--- config.mk ---
export PLATFORM = sky130hd
export DESIGN_NAME = tdfsm_ram
export DESIGN_NICKNAME = d
export VERILOG_FILES = /design/src/tdfsm_pkg.sv /design/src/tdfsm_ram.sv
export SDC_FILE = /design/constraint.sdc
export NUM_CORES = 1
export LEC_CHECK = 0
export BUFFER_PORTS_ARGS = -buffer_cell sky130_fd_sc_hd__buf_4
export CAP_MARGIN = 20
export CORE_MARGIN = 3
export CORE_UTILIZATION = 60
export CTS_CLUSTER_DIAMETER = 200
export CTS_CLUSTER_SIZE = 30
export DETAILED_ROUTE_END_ITERATION = 10
export PLACE_DENSITY = 0.8
export SYNTH_ARGS = -nofsm -noshare
export SYNTH_HDL_FRONTEND = slang
export SYNTH_SLANG_ARGS = --single-unit
--- constraint.sdc ---
create_clock -name clk -period 1.84 [get_ports clk]
set_clock_uncertainty 0.05 [all_clocks]
set_input_delay 0.092 -clock clk [delete_from_list [all_inputs] [get_ports clk]]
set_output_delay 0.092 -clock clk [all_outputs]
set_load 0.1 [all_outputs]
--- src/tdfsm_pkg.sv ---
// Shared types and codes of the table-driven state machine engine.
// No dependencies; the engine and its RAM take what they need from here.
package tdfsm_pkg;

	localparam int STATE_W = 6;

	typedef enum logic [1:0] {
		OP_DELIVER = 2'd0,
		OP_WRITE   = 2'd1,
		OP_RESET   = 2'd2,
		OP_RETURN  = 2'd3
	} op_t;

	typedef enum logic [1:0] {
		KIND_EXIT   = 2'd0,
		KIND_TRANS  = 2'd1,
		KIND_ENTRY  = 2'd2,
		KIND_STATUS = 2'd3
	} kind_t;

	typedef enum logic [1:0] {
		ST_OK      = 2'd0,
		ST_NO_ARGS = 2'd1,
		ST_UNKNOWN = 2'd2,
		ST_BAD_NXT = 2'd3
	} status_t;

	typedef enum logic {
		CFG_INITIAL = 1'b0,
		CFG_COUNT   = 1'b1
	} cfg_idx_t;

	localparam logic [7:0] EV_NULL    = 8'd0;
	localparam logic [7:0] EV_ENTRY   = 8'd1;
	localparam logic [7:0] EV_EXIT    = 8'd2;
	localparam logic [7:0] EV_DEFAULT = 8'd3;

	typedef enum logic [2:0] {
		S_CLEAR,
		S_IDLE,
		S_SCAN,
		S_DECIDE,
		S_EMIT_EXIT,
		S_EMIT_TRANS,
		S_EMIT_ENTRY,
		S_EMIT_STAT
	} seq_t;

	typedef enum logic [1:0] {
		PH_EXT,
		PH_CUR,
		PH_NEW
	} phase_t;

endpackage

--- src/tdfsm_ram.sv ---
// Generic single-write, single-read RAM with a registered read port.
// Depends on nothing but tdfsm_pkg, which it imports.
module tdfsm_ram
	import tdfsm_pkg::*;
#(
	parameter int WIDTH = 8,
	parameter int DEPTH = 16
) (
	input  logic                                  clk,
	input  logic                                  we,
	input  logic [(DEPTH > 1 ? $clog2(DEPTH) : 1)-1:0] waddr,
	input  logic [WIDTH-1:0]                      wdata,
	input  logic                                  re,
	input  logic [(DEPTH > 1 ? $clog2(DEPTH) : 1)-1:0] raddr,
	output logic [WIDTH-1:0]                      rdata
);

	logic [WIDTH-1:0] mem [DEPTH];

	always_ff @(posedge clk) begin
		if (we) begin
			mem[waddr] <= wdata;
		end
		if (re) begin
			rdata <= mem[raddr];
		end
	end

endmodule

**Word-level counts from Yosys, hierarchy flattened**

Memory sizes are Yosys's and may differ from the RTL's. A register that Yosys moved wholly into a read port is not among the register bits.
Index checks and enable logic that the tools add are counted.

- Latch bits: 0
- Logic and storage cells: 3
- Memories: 1
- Bits in registers: 0
- Bits in read-only memories: 0
- Memory bits (writable): 128
- Input bits: 19

- Reductions and logical operators: 0
- Shifts and indexed selects: 0
- Divide/modulo/power cells: 0
- Muxes and demuxes: 2
- $mul: 0
- $lt $le $gt $ge: 0
- Bitwise operators: 0
- Eq/ne operators: 0
- Add/subtract/negate cells: 0

Memories:

| memory | depth | bits a word | read ports | clocked after Yosys merged registers in | wr ports | line | source |
|---|---|---|---|---|---|---|---|
| mem | 16 | 8 | 1 | 1 | 1 | tdfsm_ram.sv:18 | `logic [WIDTH-1:0] mem [DEPTH];` |

Operators with widths:

| operator | number |
|---|---|
| two-way mux 1 bit | 2 |

**Logic depth before layout (Yosys ltp)**

- Word-level depth: 2
- Mapped depth: 5
- Depth with buffers taken out: 3

**Worst setup path before layout**

OpenSTA, ideal clock, no wires.

- Kind: input-to-reg
- Start point: in waddr[2] in the netlist's numbering
- End point: mem mem[0][0], enable pin
- Buffers on the path: 0
- Data arrival time: 1.202 ns
- Cell stages on the path: 2
- Required time: 1.407 ns
- Slack: 0.205 ns
- Cell sequence: or3b_2 > nor3_1

RTL lines:

| item | line | source |
|---|---|---|
| start: declaration | tdfsm_ram.sv:11 | `input logic [(DEPTH > 1 ? $clog2(DEPTH) : 1)-1:0] waddr,` |
| end: declaration | tdfsm_ram.sv:18 |  |

Straight into the memory's write port.

==> impl_metrics.csv <==
group,metric,value,unit
outcome,status,"completed",
cts,clockBufferDepth,2,
cts,clk_latency,0.52,ns
cts,cts_htree_levels,4,
cts,clkSinkCount,136,
cts,post_cts_resize_count,0,
floorplanning,die_w,99.34,µm
place,dp.cells,371,
worst_setup_path,critPathMaxStageDelay,0.52,ns
pwr,p_sw_share,20.98,%
global_route,grt_max_degree,33,
cts,cts_tree,"done",
place,gp_congestion,0.7337,
timing,fin_setup_tns,0,ns
pwr,powerDensity,1191,nW/µm²
finish,nFillCells,425,
pwr,p_sw,1595,µW
detailed_routing,drc,0,
synth,synthTopCellsByArea,"edfxtp_1 78%, mux4_2 7.8%, mux4_1 7.0%",
timing,period_needed,1.560,ns
finish,multi_input_area,1057,µm²
worst_setup_path,crit_chain,"mux4_1, a22oi_1, nand2_1",
place,placed_area,5650,µm²
timing,period_share,84.81,%
place,portBuffers,26,
cts,cts_made_buffers,17,
synth,syn_nets,248,
detailed_routing,firstDrtPassIters,4,
finish,nets,313,
pwr,p_int,6006,µW
synth,ys_ff_latch,136,
timing,rsz0062_at_grt,"false",
worst_setup_path,criticalPathCategory,"reg2reg",
pwr,p_leak,0.002193,µW
synth,synthMostInstantiatedCell,"edfxtp_1",
finish,layout-drive-gt1-share,31.92,%
cts,cts_setup_buffers,0,
finish,antennaDiodeCount,0,
worst_setup_path,cp_max_fo,1,
synth,synth_cell_type_count,18,
timing,finalHoldViolCount,0,
worst_setup_path,crit_slowest_cell,"mux4_1",
detailed_routing,vias,2503,
floorplanning,initial_core_util,62.68,%
synth,synth.avg_cell_area,22.83,µm²
global_route,grt_pass1_vias,2615,
floorplanning,die_y,99.34,µm
cts,cts_root_buf,"clkbuf_8",
detailed_routing,wire_per_inst,24.42,µm
detailed_routing,ant_nets,0,
synth,synth_largest_area_cell,"edfxtp_1",
synth,synth_ff_type,"edfxtp_1",
timing,slew_violations,0,
worst_setup_path,end_kind,"flip-flop",
detailed_routing,routed_wl,10.06,mm
place,dp_hpwl,5.923,mm
timing,tightest_slew,0.4384,ns
timing,setup_viol,0,
pwr,pwr-share-clk,47.8,%
synth,syn_area,5228,µm²
pwr,seqPwrFrac,46.2,%
finish,instances_no_fill,412,
timing,slew_headroom,70.77,%
floorplanning,rows,33,
finish,stdcell_area,6381,µm²
pwr,peakVddDrop,741.9,µV
synth,netlist_top_cells_count,"136 x edfxtp_1, 18 x mux4_2, 16 x a22oi_1",
detailed_routing,drt-initial-drc-count,251,
worst_setup_path,required,2.05,ns
global_route,track_usage,22.88,%
synth,yosysWarnings,0,
global_route,antenna_found_initial,0,
floorplanning,core_region_area,8341,µm²
worst_setup_path,startpoint_type,"flip-flop",
run,max-cap-violations,0,
worst_setup_path,cp_data_arrival_time,1.77,ns
synth,async_flop_share,0,%
pwr,power_frac_comb,6.0,%
global_route,overflow,0,
cts,holdBufCountCts,9,
floorplanning,die_area,9868,µm²
synth,synth_edf_count,136,
timing,timing.fmax,640.8,MHz
synth,seq_area_frac_synth,78.12,%
finish,seq_area,4084,µm²
floorplanning,io_pins,27,
detailed_routing,vias_per_cell,6.075,
synth,synth_cells,229,
worst_hold_path,hold_path.class,"in2reg",
synth,yosysTopAreaCellShare,78.12,%
finish,area_delta_synth_final,22.07,%
global_route,grt_pass1_wl,15.79,mm
cts,clk_pin_slew,0.06,ns
==> cell families (layout without fill, tap and decap cells) <==
logic type	count (synthesis)	count (layout)	share of synthesized area, %
AO/OA/AOI/OAI	16	16	2.298
multiplexers	32	32	14.79
flip-flops	136	136	78.12
buffers and inverters	10	88	1.651
AND/OR/NAND/NOR	35	35	3.136
==> stage by stage <==
stage	hold WS (ns)	setup slack (ns)	utilization [%]	power, µW
after global routing	0.04473	0.1717	76.51	7808
after CTS	0.02843	0.2588	76.51	7638
final	0.05862	0.2795	76.51	7600
after floorplan	0.1409	0.2051	-	3855
after global placement	0.3411	0.1900	67.75	4003
after detailed placement	0.3512	0.1419	67.75	4016
==> area by class of cell <==
cell class | count | share of cell area (%)
multi-input cells | 83 | 16.57
repair buffers | 56 | 7.333
clock inverters | 15 | 3.549
well taps | 105 | 2.059
clock buffers | 17 | 6.490
flip-flops and latches | 136 | 64.00
==> power groups by stage <==
stage               registers (µW)  clock network, µW  logic (µW)
finish                        3510               3630         456
global route                  3520               3800         489
CTS                           3510               3660         461
detailed placement            3580                  0         440
global placement              3570                  0         432
floorplan                     3680                  0         176
==> registers in the layout, summed over array words and instances (netlist names) <==
signal	flops
rdata	8
mem	128
==> worst paths after layout <==
check / from / depth (start not counted) / slack (ns) / end
worst max-delay path: mem[1][5] / 3 / 0.28 / rdata[5]
worst min-delay path: waddr[0] / 3 / 0.06 / mem[0][7]
worst max register to register: mem[1][5] / 3 / 0.28 / rdata[5]
worst min register to register: mem[7][1] / 3 / 0.70 / rdata[1]
==> cell usage in the layout (no fill, tap or decap) <==
cell,instances
mux4_2,18
nor3_1,4
bufinv_16,5
clkinv_4,4
buf_12,2
mux4_1,14
buf_4,45
nand3b_1,2
nand3_1,1
or3b_2,1
a22oi_1,16
nand2b_1,2
clkbuf_8,1
and2_1,1
and2b_1,1
edfxtp_1,136
clkbuf_16,16
inv_6,1
clkinv_2,2
nor2b_1,1
clkinvlp_4,3
dlygate4sd3_1,9
nand2_1,9
nor2_1,13
==> per-layer routing <==
metal | global-route usage, % | vias to the layer above | share of wire (%)
met2 | 33.83 | 138 | 49
met4 | 8.824 | 0 | 1.3
met5 | 0 | - | 0
li1 | - | 1114 | -
met3 | 7.153 | 15 | 10
met1 | 32.68 | 1236 | 39
==> worst max-delay path, delay by kind of cell, from the launching register on <==
kind	cells	cell delay, ns
AOI/OAI and AO/OA	1	0.27
and+or+nand+nor	1	0.09
DFF	1	0.37
muxes	1	0.52
Power figures use the tool's default switching activity.
